`src/rtl/bsac_pkg.sv`:
```
// Types, constants and codes of the attitude control unit.
`default_nettype none
package bsac_pkg;

    localparam int FIELD_WIDTH_DEF  = 18;
    localparam int TORQUE_WIDTH_DEF = 32;
    localparam int APB_ADDR_W       = 4;

    localparam int ALU_W      = 64;
    localparam int CNT_W      = 7;
    localparam int MUL_STEPS  = 34;
    localparam int DIV_STEPS  = 64;
    localparam int SQRT_STEPS = 24;
    localparam logic [ALU_W-1:0] SQRT_BIT0 = 64'd1 << 46;

    localparam logic [31:0] DETUMBLE_GAIN_RST = 32'd42950;
    localparam logic [31:0] SUN_GAIN_RST      = 32'd42950;
    localparam logic [15:0] RATE_THR_RST      = 16'd82;
    localparam logic [15:0] SUN_MIN_RST       = 16'd164;

    typedef enum logic [1:0] {
        OP_MUL,
        OP_DIV,
        OP_SQRT
    } alu_op_t;

    typedef struct packed {
        logic    start;
        alu_op_t op;
    } alu_ctl_t;

    typedef enum logic [1:0] {
        REG_DETUMBLE_GAIN,
        REG_SUN_GAIN,
        REG_RATE_THR,
        REG_SUN_MIN
    } reg_idx_t;

    typedef struct packed {
        logic [31:0] detumble_gain;
        logic [31:0] sun_gain;
        logic [15:0] rate_threshold;
        logic [15:0] sun_min_magnitude;
    } cfg_t;

endpackage
`default_nettype wire

```
`src/rtl/bsac_if.sv`:
```
// Request channel interfaces of the attitude control unit.
`default_nettype none
interface bsac_in_if #(
    parameter int FIELD_WIDTH = bsac_pkg::FIELD_WIDTH_DEF
);
    logic                          valid;
    logic                          ready;
    logic signed [FIELD_WIDTH-1:0] field_x;
    logic signed [FIELD_WIDTH-1:0] field_y;
    logic signed [FIELD_WIDTH-1:0] field_z;
    logic signed [15:0]            sun_x;
    logic signed [15:0]            sun_y;
    logic signed [15:0]            sun_z;
    logic                          eclipse;
    logic signed [15:0]            rate_x;
    logic signed [15:0]            rate_y;
    logic signed [15:0]            rate_z;

    modport source (output valid, field_x, field_y, field_z, sun_x, sun_y, sun_z,
                    eclipse, rate_x, rate_y, rate_z, input ready);
    modport sink (input valid, field_x, field_y, field_z, sun_x, sun_y, sun_z,
                  eclipse, rate_x, rate_y, rate_z, output ready);
endinterface

interface bsac_out_if;
    logic               valid;
    logic               ready;
    logic signed [31:0] torque_x;
    logic signed [31:0] torque_y;
    logic signed [31:0] torque_z;
    logic               mode_now;

    modport source (output valid, torque_x, torque_y, torque_z, mode_now, input ready);
    modport sink (input valid, torque_x, torque_y, torque_z, mode_now, output ready);
endinterface
`default_nettype wire

```
`src/rtl/bsac_regs.sv`:
```
// APB configuration registers of the attitude control unit.
`default_nettype none
module bsac_regs (
    input  wire logic                             clk,
    input  wire logic                             rst_n,
    input  wire logic                             psel,
    input  wire logic                             penable,
    input  wire logic                             pwrite,
    input  wire logic [bsac_pkg::APB_ADDR_W-1:0]  paddr,
    input  wire logic [31:0]                      pwdata,
    output logic      [31:0]                      prdata,
    output logic                                  pready,
    output bsac_pkg::cfg_t                        cfg
);
    import bsac_pkg::*;

    cfg_t     cfg_reg;
    reg_idx_t idx;

    assign idx    = reg_idx_t'(paddr[3:2]);
    assign pready = 1'b1;
    assign cfg    = cfg_reg;

    // Write the addressed register on the access cycle
    always_ff @(posedge clk or negedge rst_n)
    begin
        if (!rst_n)
        begin
            cfg_reg.detumble_gain     <= DETUMBLE_GAIN_RST;
            cfg_reg.sun_gain          <= SUN_GAIN_RST;
            cfg_reg.rate_threshold    <= RATE_THR_RST;
            cfg_reg.sun_min_magnitude <= SUN_MIN_RST;
        end
        else if (psel && penable && pwrite)
        begin
            unique case (idx)
                REG_DETUMBLE_GAIN: cfg_reg.detumble_gain     <= pwdata;
                REG_SUN_GAIN:      cfg_reg.sun_gain          <= pwdata;
                REG_RATE_THR:      cfg_reg.rate_threshold    <= pwdata[15:0];
                REG_SUN_MIN:       cfg_reg.sun_min_magnitude <= pwdata[15:0];
            endcase
        end
    end

    // Return the addressed register
    always_comb
    begin
        unique case (idx)
            REG_DETUMBLE_GAIN: prdata = cfg_reg.detumble_gain;
            REG_SUN_GAIN:      prdata = cfg_reg.sun_gain;
            REG_RATE_THR:      prdata = 32'(cfg_reg.rate_threshold);
            REG_SUN_MIN:       prdata = 32'(cfg_reg.sun_min_magnitude);
        endcase
    end
endmodule
`default_nettype wire

```
`src/rtl/bsac_alu.sv`:
```
// Shared bit-serial multiply, divide and square root unit.
`default_nettype none
module bsac_alu (
    input  wire logic                          clk,
    input  wire logic                          rst_n,
    input  wire bsac_pkg::alu_ctl_t            ctl,
    input  wire logic [bsac_pkg::ALU_W-1:0]    opa,
    input  wire logic [bsac_pkg::ALU_W-1:0]    opb,
    output logic                               done,
    output logic      [bsac_pkg::ALU_W-1:0]    result
);
    import bsac_pkg::*;

    logic [ALU_W-1:0] acc_reg, acc_next;
    logic [ALU_W-1:0] a_reg, a_next;
    logic [ALU_W-1:0] b_reg, b_next;
    logic [CNT_W-1:0] cnt_reg, cnt_next;
    alu_op_t          op_reg, op_next;
    logic             busy_reg, busy_next;
    logic             done_reg, done_next;

    logic [ALU_W-1:0] sum;
    logic [ALU_W-1:0] rem_sh;
    logic             rem_ge;
    logic [ALU_W-1:0] trial;
    logic             sq_ge;

    assign sum    = acc_reg + a_reg;
    assign rem_sh = {acc_reg[ALU_W-2:0], a_reg[ALU_W-1]};
    assign rem_ge = rem_sh >= b_reg;
    assign trial  = a_reg + b_reg;
    assign sq_ge  = acc_reg >= trial;

    assign done   = done_reg;
    assign result = (op_reg == OP_MUL) ? acc_reg : a_reg;

    // Load operands on start, else advance one step
    always_comb
    begin
        acc_next  = acc_reg;
        a_next    = a_reg;
        b_next    = b_reg;
        cnt_next  = cnt_reg;
        op_next   = op_reg;
        busy_next = busy_reg;
        done_next = 1'b0;
        if (ctl.start)
        begin
            op_next   = ctl.op;
            busy_next = 1'b1;
            unique case (ctl.op)
                OP_MUL:
                begin
                    acc_next = '0;
                    a_next   = opa;
                    b_next   = opb;
                    cnt_next = CNT_W'(MUL_STEPS);
                end
                OP_DIV:
                begin
                    acc_next = '0;
                    a_next   = opa;
                    b_next   = opb;
                    cnt_next = CNT_W'(DIV_STEPS);
                end
                OP_SQRT:
                begin
                    acc_next = opa;
                    a_next   = '0;
                    b_next   = SQRT_BIT0;
                    cnt_next = CNT_W'(SQRT_STEPS);
                end
                default:
                begin
                    busy_next = 1'b0;
                end
            endcase
        end
        else if (busy_reg)
        begin
            cnt_next = cnt_reg - 1'b1;
            if (cnt_reg == CNT_W'(1))
            begin
                busy_next = 1'b0;
                done_next = 1'b1;
            end
            unique case (op_reg)
                OP_MUL:
                begin
                    if (b_reg[0])
                        acc_next = sum;
                    a_next = a_reg << 1;
                    b_next = b_reg >> 1;
                end
                OP_DIV:
                begin
                    acc_next = rem_ge ? (rem_sh - b_reg) : rem_sh;
                    a_next   = {a_reg[ALU_W-2:0], rem_ge};
                end
                OP_SQRT:
                begin
                    if (sq_ge)
                    begin
                        acc_next = acc_reg - trial;
                        a_next   = (a_reg >> 1) + b_reg;
                    end
                    else
                        a_next = a_reg >> 1;
                    b_next = b_reg >> 2;
                end
                default:
                begin
                    busy_next = 1'b0;
                end
            endcase
        end
    end

    always_ff @(posedge clk or negedge rst_n)
    begin
        if (!rst_n)
        begin
            busy_reg <= 1'b0;
            done_reg <= 1'b0;
            cnt_reg  <= '0;
            op_reg   <= OP_MUL;
        end
        else
        begin
            busy_reg <= busy_next;
            done_reg <= done_next;
            cnt_reg  <= cnt_next;
            op_reg   <= op_next;
        end
    end

    always_ff @(posedge clk)
    begin
        acc_reg <= acc_next;
        a_reg   <= a_next;
        b_reg   <= b_next;
    end
endmodule
`default_nettype wire

```
`src/rtl/bdot_sunpoint_attitude_control_unit.sv`:
```
// Top level of the B-dot detumble and sun-pointing attitude control unit.
//
// One request on in_ch carries a control tick: field, sun vector, eclipse flag
// and body rates. One request on out_ch returns the held torque and the mode
// after that tick. The user must write gains and thresholds over the APB port
// only while the unit is idle; the unit itself does not enforce this. pready
// is always high and reads return the registers. The unit takes one tick at a
// time. All products, the square root and the divisions run through one
// bit-serial unit, one bit per cycle. in_ch.ready is high only between ticks;
// a finished result waits in the output register, so the next tick is
// accepted while out_ch stalls, and it completes only once that result is
// taken. Reset clears the mode to detumble, sets the first-sample flag and
// clears stored field and torque.
`default_nettype none
module bdot_sunpoint_attitude_control_unit #(
    parameter int FIELD_WIDTH  = bsac_pkg::FIELD_WIDTH_DEF,
    parameter int TORQUE_WIDTH = bsac_pkg::TORQUE_WIDTH_DEF
) (
    input  wire logic                            clk,
    input  wire logic                            rst_n,
    bsac_in_if.sink                              in_ch,
    bsac_out_if.source                           out_ch,
    input  wire logic                            psel,
    input  wire logic                            penable,
    input  wire logic                            pwrite,
    input  wire logic [bsac_pkg::APB_ADDR_W-1:0] paddr,
    input  wire logic [31:0]                     pwdata,
    output logic      [31:0]                     prdata,
    output logic                                 pready
);
    import bsac_pkg::*;

    localparam logic [63:0] TQ_LIM = (64'd1 << (TORQUE_WIDTH - 1)) - 64'd1;

    typedef enum logic [1:0] {
        ST_IDLE,
        ST_ISSUE,
        ST_WAIT,
        ST_OUT
    } state_t;

    typedef enum logic [3:0] {
        SP_RX, SP_RY, SP_RZ, SP_THR,
        SP_DX, SP_DY, SP_DZ,
        SP_SX, SP_SY, SP_SZ, SP_SMIN, SP_SQRT,
        SP_MX, SP_QX, SP_MY, SP_QY
    } step_t;

    // Saturate a magnitude and sign to the torque width
    function automatic logic [TORQUE_WIDTH-1:0] sat_f(input logic [63:0] mag,
                                                      input logic neg);
        logic [63:0] neg_mag;
        neg_mag = 64'd0 - mag;
        if (neg)
        begin
            if (mag > TQ_LIM + 64'd1)
                return {1'b1, {(TORQUE_WIDTH-1){1'b0}}};
            return neg_mag[TORQUE_WIDTH-1:0];
        end
        if (mag > TQ_LIM)
            return {1'b0, {(TORQUE_WIDTH-1){1'b1}}};
        return mag[TORQUE_WIDTH-1:0];
    endfunction

    cfg_t             cfg;
    alu_ctl_t         alu_ctl;
    logic [ALU_W-1:0] alu_a, alu_b, alu_res;
    logic             alu_done;

    state_t state_reg, state_next;
    step_t  step_reg, step_next;

    logic signed [FIELD_WIDTH-1:0]  f_reg [3];
    logic signed [FIELD_WIDTH-1:0]  f_next [3];
    logic signed [15:0]             s_reg [3];
    logic signed [15:0]             s_next [3];
    logic signed [15:0]             r_reg [3];
    logic signed [15:0]             r_next [3];
    logic                           ecl_reg, ecl_next;
    logic signed [FIELD_WIDTH-1:0]  last_reg [3];
    logic signed [FIELD_WIDTH-1:0]  last_next [3];
    logic [TORQUE_WIDTH-1:0]        held_reg [3];
    logic [TORQUE_WIDTH-1:0]        held_next [3];
    logic                           first_reg, first_next;
    logic                           mode_reg, mode_next;
    logic [31:0]                    rr_reg, rr_next;
    logic [31:0]                    thr2_reg, thr2_next;
    logic [31:0]                    ss_reg, ss_next;
    logic [23:0]                    m_reg, m_next;
    logic [63:0]                    prod_reg, prod_next;

    logic                           out_valid_reg, out_valid_next;
    logic [TORQUE_WIDTH-1:0]        out_tq_reg [3];
    logic [TORQUE_WIDTH-1:0]        out_tq_next [3];
    logic                           out_mode_reg, out_mode_next;

    logic signed [FIELD_WIDTH:0]    d_w [3];
    logic [FIELD_WIDTH:0]           dabs_w [3];
    logic [15:0]                    sabs_w [3];
    logic [15:0]                    rabs_w [3];
    logic                           in_acc;
    logic signed [63:0]             ext_x, ext_y, ext_z;

    bsac_regs u_regs (
        .clk     (clk),
        .rst_n   (rst_n),
        .psel    (psel),
        .penable (penable),
        .pwrite  (pwrite),
        .paddr   (paddr),
        .pwdata  (pwdata),
        .prdata  (prdata),
        .pready  (pready),
        .cfg     (cfg)
    );

    bsac_alu u_alu (
        .clk    (clk),
        .rst_n  (rst_n),
        .ctl    (alu_ctl),
        .opa    (alu_a),
        .opb    (alu_b),
        .done   (alu_done),
        .result (alu_res)
    );

    // Field change and magnitudes per axis
    always_comb
    begin
        for (int i = 0; i < 3; i++)
        begin
            d_w[i]    = (FIELD_WIDTH+1)'(f_reg[i]) - (FIELD_WIDTH+1)'(last_reg[i]);
            dabs_w[i] = d_w[i][FIELD_WIDTH] ? (FIELD_WIDTH+1)'(-d_w[i])
                                            : (FIELD_WIDTH+1)'(d_w[i]);
            sabs_w[i] = s_reg[i][15] ? 16'(-s_reg[i]) : 16'(s_reg[i]);
            rabs_w[i] = r_reg[i][15] ? 16'(-r_reg[i]) : 16'(r_reg[i]);
        end
    end

    // Select operands for the current step
    always_comb
    begin
        alu_ctl.start = (state_reg == ST_ISSUE);
        alu_ctl.op    = OP_MUL;
        alu_a         = '0;
        alu_b         = '0;
        unique case (step_reg)
            SP_RX: begin alu_a = 64'(rabs_w[0]); alu_b = 64'(rabs_w[0]); end
            SP_RY: begin alu_a = 64'(rabs_w[1]); alu_b = 64'(rabs_w[1]); end
            SP_RZ: begin alu_a = 64'(rabs_w[2]); alu_b = 64'(rabs_w[2]); end
            SP_THR:
            begin
                alu_a = 64'(cfg.rate_threshold);
                alu_b = 64'(cfg.rate_threshold);
            end
            SP_DX: begin alu_a = 64'(cfg.detumble_gain); alu_b = 64'(dabs_w[0]); end
            SP_DY: begin alu_a = 64'(cfg.detumble_gain); alu_b = 64'(dabs_w[1]); end
            SP_DZ: begin alu_a = 64'(cfg.detumble_gain); alu_b = 64'(dabs_w[2]); end
            SP_SX: begin alu_a = 64'(sabs_w[0]); alu_b = 64'(sabs_w[0]); end
            SP_SY: begin alu_a = 64'(sabs_w[1]); alu_b = 64'(sabs_w[1]); end
            SP_SZ: begin alu_a = 64'(sabs_w[2]); alu_b = 64'(sabs_w[2]); end
            SP_SMIN:
            begin
                alu_a = 64'(cfg.sun_min_magnitude);
                alu_b = 64'(cfg.sun_min_magnitude);
            end
            SP_SQRT:
            begin
                alu_ctl.op = OP_SQRT;
                alu_a      = 64'(ss_reg) << 16;
            end
            SP_MX: begin alu_a = 64'(cfg.sun_gain); alu_b = 64'(sabs_w[1]); end
            SP_MY: begin alu_a = 64'(cfg.sun_gain); alu_b = 64'(sabs_w[0]); end
            SP_QX, SP_QY:
            begin
                alu_ctl.op = OP_DIV;
                alu_a      = (prod_reg << 8) + 64'(m_reg >> 1);
                alu_b      = 64'(m_reg);
            end
        endcase
    end

    // Sequence the tick through the shared unit
    always_comb
    begin
        state_next     = state_reg;
        step_next      = step_reg;
        f_next         = f_reg;
        s_next         = s_reg;
        r_next         = r_reg;
        ecl_next       = ecl_reg;
        last_next      = last_reg;
        held_next      = held_reg;
        first_next     = first_reg;
        mode_next      = mode_reg;
        rr_next        = rr_reg;
        thr2_next      = thr2_reg;
        ss_next        = ss_reg;
        m_next         = m_reg;
        prod_next      = prod_reg;
        out_valid_next = out_valid_reg && !out_ch.ready;
        out_tq_next    = out_tq_reg;
        out_mode_next  = out_mode_reg;
        in_acc         = in_ch.valid && (state_reg == ST_IDLE);

        unique case (state_reg)
            ST_IDLE:
            begin
                if (in_acc)
                begin
                    f_next[0] = FIELD_WIDTH'(in_ch.field_x);
                    f_next[1] = FIELD_WIDTH'(in_ch.field_y);
                    f_next[2] = FIELD_WIDTH'(in_ch.field_z);
                    s_next[0] = in_ch.sun_x;
                    s_next[1] = in_ch.sun_y;
                    s_next[2] = in_ch.sun_z;
                    r_next[0] = in_ch.rate_x;
                    r_next[1] = in_ch.rate_y;
                    r_next[2] = in_ch.rate_z;
                    ecl_next  = in_ch.eclipse;
                    step_next = SP_RX;
                    state_next = ST_ISSUE;
                end
            end
            ST_ISSUE:
            begin
                state_next = ST_WAIT;
            end
            ST_WAIT:
            begin
                if (alu_done)
                begin
                    state_next = ST_ISSUE;
                    unique case (step_reg)
                        SP_RX:
                        begin
                            rr_next   = alu_res[31:0];
                            step_next = SP_RY;
                        end
                        SP_RY:
                        begin
                            rr_next   = rr_reg + alu_res[31:0];
                            step_next = SP_RZ;
                        end
                        SP_RZ:
                        begin
                            rr_next   = rr_reg + alu_res[31:0];
                            step_next = SP_THR;
                        end
                        SP_THR:
                        begin
                            thr2_next = alu_res[31:0];
                            if (!mode_reg)
                            begin
                                if (first_reg)
                                begin
                                    // First tick only stores the field and sets the mode
                                    first_next = 1'b0;
                                    last_next  = f_reg;
                                    mode_next  = rr_reg < alu_res[31:0];
                                    state_next = ST_OUT;
                                end
                                else
                                    step_next = SP_DX;
                            end
                            else if (ecl_reg)
                            begin
                                held_next[0] = '0;
                                held_next[1] = '0;
                                held_next[2] = '0;
                                mode_next  = !(34'(rr_reg) > (34'(alu_res[31:0]) << 2));
                                state_next = ST_OUT;
                            end
                            else
                                step_next = SP_SX;
                        end
                        SP_DX:
                        begin
                            held_next[0] = sat_f(alu_res, d_w[0] > 0);
                            step_next    = SP_DY;
                        end
                        SP_DY:
                        begin
                            held_next[1] = sat_f(alu_res, d_w[1] > 0);
                            step_next    = SP_DZ;
                        end
                        SP_DZ:
                        begin
                            held_next[2] = sat_f(alu_res, d_w[2] > 0);
                            last_next    = f_reg;
                            mode_next    = rr_reg < thr2_reg;
                            state_next   = ST_OUT;
                        end
                        SP_SX:
                        begin
                            ss_next   = alu_res[31:0];
                            step_next = SP_SY;
                        end
                        SP_SY:
                        begin
                            ss_next   = ss_reg + alu_res[31:0];
                            step_next = SP_SZ;
                        end
                        SP_SZ:
                        begin
                            ss_next   = ss_reg + alu_res[31:0];
                            step_next = SP_SMIN;
                        end
                        SP_SMIN:
                        begin
                            if (ss_reg != '0 && ss_reg >= alu_res[31:0])
                                step_next = SP_SQRT;
                            else
                            begin
                                // Sun too weak: hold the torque
                                mode_next  = !(34'(rr_reg) > (34'(thr2_reg) << 2));
                                state_next = ST_OUT;
                            end
                        end
                        SP_SQRT:
                        begin
                            m_next    = alu_res[23:0];
                            step_next = SP_MX;
                        end
                        SP_MX:
                        begin
                            prod_next = alu_res;
                            step_next = SP_QX;
                        end
                        SP_QX:
                        begin
                            held_next[0] = sat_f(alu_res, s_reg[1] > 0);
                            step_next    = SP_MY;
                        end
                        SP_MY:
                        begin
                            prod_next = alu_res;
                            step_next = SP_QY;
                        end
                        SP_QY:
                        begin
                            held_next[1] = sat_f(alu_res, s_reg[0] < 0);
                            held_next[2] = '0;
                            mode_next    = !(34'(rr_reg) > (34'(thr2_reg) << 2));
                            state_next   = ST_OUT;
                        end
                    endcase
                end
            end
            ST_OUT:
            begin
                // Load the result once the output register is free
                if (!out_valid_reg || out_ch.ready)
                begin
                    out_valid_next = 1'b1;
                    out_tq_next    = held_reg;
                    out_mode_next  = mode_reg;
                    state_next     = ST_IDLE;
                end
            end
        endcase
    end

    always_ff @(posedge clk or negedge rst_n)
    begin
        if (!rst_n)
        begin
            state_reg     <= ST_IDLE;
            step_reg      <= SP_RX;
            first_reg     <= 1'b1;
            mode_reg      <= 1'b0;
            out_valid_reg <= 1'b0;
            for (int i = 0; i < 3; i++)
            begin
                last_reg[i] <= '0;
                held_reg[i] <= '0;
            end
        end
        else
        begin
            state_reg     <= state_next;
            step_reg      <= step_next;
            first_reg     <= first_next;
            mode_reg      <= mode_next;
            out_valid_reg <= out_valid_next;
            last_reg      <= last_next;
            held_reg      <= held_next;
        end
    end

    always_ff @(posedge clk)
    begin
        f_reg        <= f_next;
        s_reg        <= s_next;
        r_reg        <= r_next;
        ecl_reg      <= ecl_next;
        rr_reg       <= rr_next;
        thr2_reg     <= thr2_next;
        ss_reg       <= ss_next;
        m_reg        <= m_next;
        prod_reg     <= prod_next;
        out_tq_reg   <= out_tq_next;
        out_mode_reg <= out_mode_next;
    end

    // Drive the channels
    assign ext_x = 64'(signed'(out_tq_reg[0]));
    assign ext_y = 64'(signed'(out_tq_reg[1]));
    assign ext_z = 64'(signed'(out_tq_reg[2]));

    assign in_ch.ready     = (state_reg == ST_IDLE);
    assign out_ch.valid    = out_valid_reg;
    assign out_ch.torque_x = ext_x[31:0];
    assign out_ch.torque_y = ext_y[31:0];
    assign out_ch.torque_z = ext_z[31:0];
    assign out_ch.mode_now = out_mode_reg;
endmodule
`default_nettype wire

```
`src/flat_wrapper.sv`:
```
// flat-port wrapper written by rule: the top's interface ports become plain ports
module bdot_sunpoint_attitude_control_unit_flat import bsac_pkg::*;
#(
    parameter int FIELD_WIDTH  = bsac_pkg::FIELD_WIDTH_DEF,
    parameter int TORQUE_WIDTH = bsac_pkg::TORQUE_WIDTH_DEF
)
  (clk, rst_n, psel, penable, pwrite, paddr, pwdata, prdata, pready, in_ch_valid, in_ch_field_x, in_ch_field_y, in_ch_field_z, in_ch_sun_x, in_ch_sun_y, in_ch_sun_z, in_ch_eclipse, in_ch_rate_x, in_ch_rate_y, in_ch_rate_z, in_ch_ready, out_ch_valid, out_ch_torque_x, out_ch_torque_y, out_ch_torque_z, out_ch_mode_now, out_ch_ready);
  bsac_in_if #(.FIELD_WIDTH(FIELD_WIDTH)) in_ch_i ();
  bsac_out_if out_ch_i ();
  input  wire logic clk;
  input  wire logic rst_n;
  input  wire logic psel;
  input  wire logic penable;
  input  wire logic pwrite;
  input  wire logic [bsac_pkg::APB_ADDR_W-1:0] paddr;
  input  wire logic [31:0] pwdata;
  output logic      [31:0] prdata;
  output logic pready;
  input wire logic [$bits(in_ch_i.valid)-1:0] in_ch_valid;
  input wire logic [$bits(in_ch_i.field_x)-1:0] in_ch_field_x;
  input wire logic [$bits(in_ch_i.field_y)-1:0] in_ch_field_y;
  input wire logic [$bits(in_ch_i.field_z)-1:0] in_ch_field_z;
  input wire logic [$bits(in_ch_i.sun_x)-1:0] in_ch_sun_x;
  input wire logic [$bits(in_ch_i.sun_y)-1:0] in_ch_sun_y;
  input wire logic [$bits(in_ch_i.sun_z)-1:0] in_ch_sun_z;
  input wire logic [$bits(in_ch_i.eclipse)-1:0] in_ch_eclipse;
  input wire logic [$bits(in_ch_i.rate_x)-1:0] in_ch_rate_x;
  input wire logic [$bits(in_ch_i.rate_y)-1:0] in_ch_rate_y;
  input wire logic [$bits(in_ch_i.rate_z)-1:0] in_ch_rate_z;
  output wire logic [$bits(in_ch_i.ready)-1:0] in_ch_ready;
  output wire logic [$bits(out_ch_i.valid)-1:0] out_ch_valid;
  output wire logic [$bits(out_ch_i.torque_x)-1:0] out_ch_torque_x;
  output wire logic [$bits(out_ch_i.torque_y)-1:0] out_ch_torque_y;
  output wire logic [$bits(out_ch_i.torque_z)-1:0] out_ch_torque_z;
  output wire logic [$bits(out_ch_i.mode_now)-1:0] out_ch_mode_now;
  input wire logic [$bits(out_ch_i.ready)-1:0] out_ch_ready;
  assign in_ch_i.valid = in_ch_valid;
  assign in_ch_i.field_x = in_ch_field_x;
  assign in_ch_i.field_y = in_ch_field_y;
  assign in_ch_i.field_z = in_ch_field_z;
  assign in_ch_i.sun_x = in_ch_sun_x;
  assign in_ch_i.sun_y = in_ch_sun_y;
  assign in_ch_i.sun_z = in_ch_sun_z;
  assign in_ch_i.eclipse = in_ch_eclipse;
  assign in_ch_i.rate_x = in_ch_rate_x;
  assign in_ch_i.rate_y = in_ch_rate_y;
  assign in_ch_i.rate_z = in_ch_rate_z;
  assign in_ch_ready = in_ch_i.ready;
  assign out_ch_valid = out_ch_i.valid;
  assign out_ch_torque_x = out_ch_i.torque_x;
  assign out_ch_torque_y = out_ch_i.torque_y;
  assign out_ch_torque_z = out_ch_i.torque_z;
  assign out_ch_mode_now = out_ch_i.mode_now;
  assign out_ch_i.ready = out_ch_ready;
  bdot_sunpoint_attitude_control_unit #(.FIELD_WIDTH(FIELD_WIDTH), .TORQUE_WIDTH(TORQUE_WIDTH)) u_core (.clk(clk), .rst_n(rst_n), .in_ch(in_ch_i), .out_ch(out_ch_i), .psel(psel), .penable(penable), .pwrite(pwrite), .paddr(paddr), .pwdata(pwdata), .prdata(prdata), .pready(pready));
endmodule
```
`config.mk`:
```
export PLATFORM = sky130hd
export DESIGN_NAME = bdot_sunpoint_attitude_control_unit_flat
export DESIGN_NICKNAME = d
export VERILOG_FILES = /design/src/rtl/bsac_pkg.sv /design/src/rtl/bsac_if.sv /design/src/rtl/bsac_regs.sv /design/src/rtl/bsac_alu.sv /design/src/rtl/bdot_sunpoint_attitude_control_unit.sv /design/src/flat_wrapper.sv
export SDC_FILE = /design/constraint.sdc
export NUM_CORES = 2
export LEC_CHECK = 0
export BUFFER_PORTS_ARGS = -buffer_cell sky130_fd_sc_hd__buf_2
export CAP_MARGIN = 20
export CORE_ASPECT_RATIO = 1.75
export CORE_MARGIN = 3
export CORE_UTILIZATION = 35
export CTS_CLUSTER_SIZE = 10
export DETAILED_ROUTE_END_ITERATION = 16
export GPL_ROUTABILITY_DRIVEN = 0
export GPL_TIMING_DRIVEN = 0
export SLEW_MARGIN = 10
export SYNTH_ARGS = -nofsm -noshare
export SYNTH_HDL_FRONTEND = slang
export SYNTH_HIERARCHICAL = 1
export SYNTH_SLANG_ARGS = --single-unit
```
`constraint.sdc`:
```
create_clock -name clk -period 15.3 [get_ports clk]
set_clock_uncertainty 0.1 [all_clocks]
set_input_delay 1.53 -clock clk [delete_from_list [all_inputs] [get_ports clk]]
set_output_delay 1.53 -clock clk [all_outputs]
set_load 0.1 [all_outputs]
```
==> qor.yml <==
critical_path:
  setup.reg_to_reg.worst_slack_ns: 6.74
  crit_type: "flip-flop to flip-flop"
  start_kind: "flip-flop"
  r2r_cells: 26
  cpLargestDelayFamily: "compound AO/OA/AOI/OAI gates"
  cp_slowest_cell: "edfxtp_1"
  r2r_end: "u_core/u_alu/acc_reg[37]"
  required_ns: 15.67
  crit_path_max_incr_delay_ns: 0.60
  cp_num_buf_inv: 6
  cp_max_fo: 23
  crit_arrival_ns: 8.93
  r2r-start: "u_core/u_alu/b_reg[11]"
  end_kind: "flip-flop"
flow_run:
  maxCapViolCount: 0
grt:
  grt_pass1_wl_um: 496000
  antenna_found_initial: 46
  gr-total-overflow: 0
  first_global_vias: 71600
  grt_start_max_net_pins: 95
  track_usage: 0.309
clock_network:
  htreeDepth: 3
  root_buffer: "clkbuf_16"
  ctsHoldBuffers: 0
  clock_latency_ns: 0.80
  cts_buffer_depth: 3
  path_clk_slew_ns: 0.06
  cts_sinks: 882
  cts_tree: "built"
  cts_resized: 0
  cts_made_buffers: 102
  post_cts_buffers: 0
final_layout:
  final_cell_mix: "755 x nand2_1, 704 x a21oi_1, 623 x ha_1"
  fin_util: 0.398
  drive_above_1_share: 0.108
  layout_commonest_cell: "nand2_1"
  fin_nets: 9733
  final_area_um2: 84900
  area_growth_pct: 13.0
yosys:
  synthArstFlopShare: 0.302
  yosys_most_used_dff: "edfxtp_1"
  syn_area_per_cell_um2: 8.98
  syn_area_um2: 75100
  ys_seq_area_frac: 0.335
  synth_cells: 8358
  synth_edf_count: 616
  ys.warnings.count: 6
  yosys.cell_types.count: 122
  ys_ff_latch: 882
detailed_routing:
  routedWlPerCell_um: 29.6
  remaining_drc_errors: 0
  drt-initial-drc-count: 8458
  drt_pass1_iterations: 10
  drt_wl_total_um: 350000
  vias: 74400
  via_per_inst: 6.28
  detail-route-antenna-nets: 0
floorplanning:
  die_area_um2: 220000
  io_pins: 326
  die_w_um: 356
  start_util: 0.352
  die_h_um: 619
  core.rowCount: 224
  core-area_um2: 213000
worst_hold_path:
  hp-class: "flip-flop to flip-flop"
  min-delay-start: "u_core/held_reg[10]"
  min_path_cells: 0
  whs_endpoint: "u_core/out_ch.torque_z[10]"
timing:
  hold_viol: 0
  min_period_ns: 8.56
  fmax_mhz: 117
  rsz0062_at_grt: "no"
  setup_ws_ns: 6.74
  finalCritPeriodShare: 0.559
  worstMarginPinSlew_ns: 1.32
  drv_slew: 0
  setup-violations-final: 0
  maxSlewHeadroom: 0.110
placement:
  dp_slack_ns: 7.04
  dp_hpwl_um: 271000
  postPlaceCellArea_um2: 81300
  portBuffers: 320
run_status:
  outcome: "completed"
how the worst max path moves through the flow:
stage | end | from | depth (start not counted) | slack [ns]
6_report | u_core/u_alu/acc_reg[37] | u_core/u_alu/b_reg[11] | 26 | 6.74
5_1_grt | u_core/u_alu/acc_reg[44] | u_core/u_alu/b_reg[11] | 26 | 6.64
4_1_cts | u_core/u_alu/acc_reg[44] | u_core/u_alu/b_reg[11] | 23 | 6.98
3_5_place_dp | u_core/u_alu/acc_reg[62] | u_core/u_alu/b_reg[11] | 23 | 7.04
3_3_place_gp | u_core/u_alu/acc_reg[60] | u_core/u_alu/op_reg[0] | 7 | -4.70
2_1_floorplan | u_core/u_alu/acc_reg[0] | u_core/u_alu/op_reg[0] | 7 | 3.80
cell families (layout without fill, tap and decap cells):
| family | Yosys count | count (layout) | share of synthesized area |
|---|---|---|---|
| AO/OA/AOI/OAI | 2729 | 2729 | 0.241 |
| XOR/XNOR | 540 | 540 | 0.0630 |
| adder cells (fa/ha/maj) | 634 | 634 | 0.107 |
| buffers and inverters | 845 | 1438 | 0.0445 |
| flip-flops | 882 | 882 | 0.335 |
| multiplexers | 412 | 412 | 0.0621 |
| other | 2 | 69 | 0.000100 |
| AND/OR/NAND/NOR | 2314 | 2314 | 0.147 |
worst reg2reg max path: cells and delay by family (launching register included):
family | cells | cell delay (ns)
flip-flops | 1 | 0.60
XOR/XNOR | 1 | 0.21
AO/OA/AOI/OAI | 11 | 3.42
AND/OR/NAND/NOR | 6 | 1.28
adder cells (fa/ha/maj) | 2 | 0.70
buffers and inverters | 6 | 1.94
synthesized netlist by cell type (184+ instances only):
cell type,count,area (µm²)
nand2_1,755,2830
nor2_1,556,2090
nor3_1,184,921
xnor2_1,357,3130
o21ai_0,611,3060
dfrtp_1,241,6030
a21oi_1,706,3530
inv_1,392,1470
clkbuf_1,362,1360
a21o_1,278,2090
edfxtp_1,616,18500
mux2i_1,217,2170
ha_1,623,7790
cell type report:
| class | instances | area (µm²) |
|---|---|---|
| Multi-Input combinational cell | 6670 | 46900 |
| Buffer | 449 | 1860 |
| Tap cell | 2825 | 3530 |
| Sequential cell | 882 | 25200 |
| Timing Repair Buffer | 404 | 2740 |
| Clock buffer | 177 | 2930 |
| Clock inverter | 12 | 175 |
| Antenna cell | 28 | 70.1 |
| Inverter | 396 | 1490 |
| Fill cell | 21400 | 128000 |
per-stage QoR:
| step | instances | TNS, ns | hold slack [ns] |
|---|---|---|---|
| floorplan | 8397 | 0 | 0.325 |
| global placement | 11500 | -299.78 | 0.335 |
| detailed placement | 11600 | 0 | 0.331 |
| CTS | 11800 | 0 | 0.348 |
| global route | 11800 | 0 | 0.361 |
| finish | 11800 | 0 | 0.343 |
metal layers:
metal  up-vias  wire [µm]  track usage
li1      32500          -            -
met1     35400     116000        0.321
met2      4783     156000        0.487
met3      1725      30800       0.0839
met4        18      46200        0.325
met5         -        129            0
Power is not shown: default switching activity piles up to over one toggle a cycle in this logic, so the estimate is an artifact.
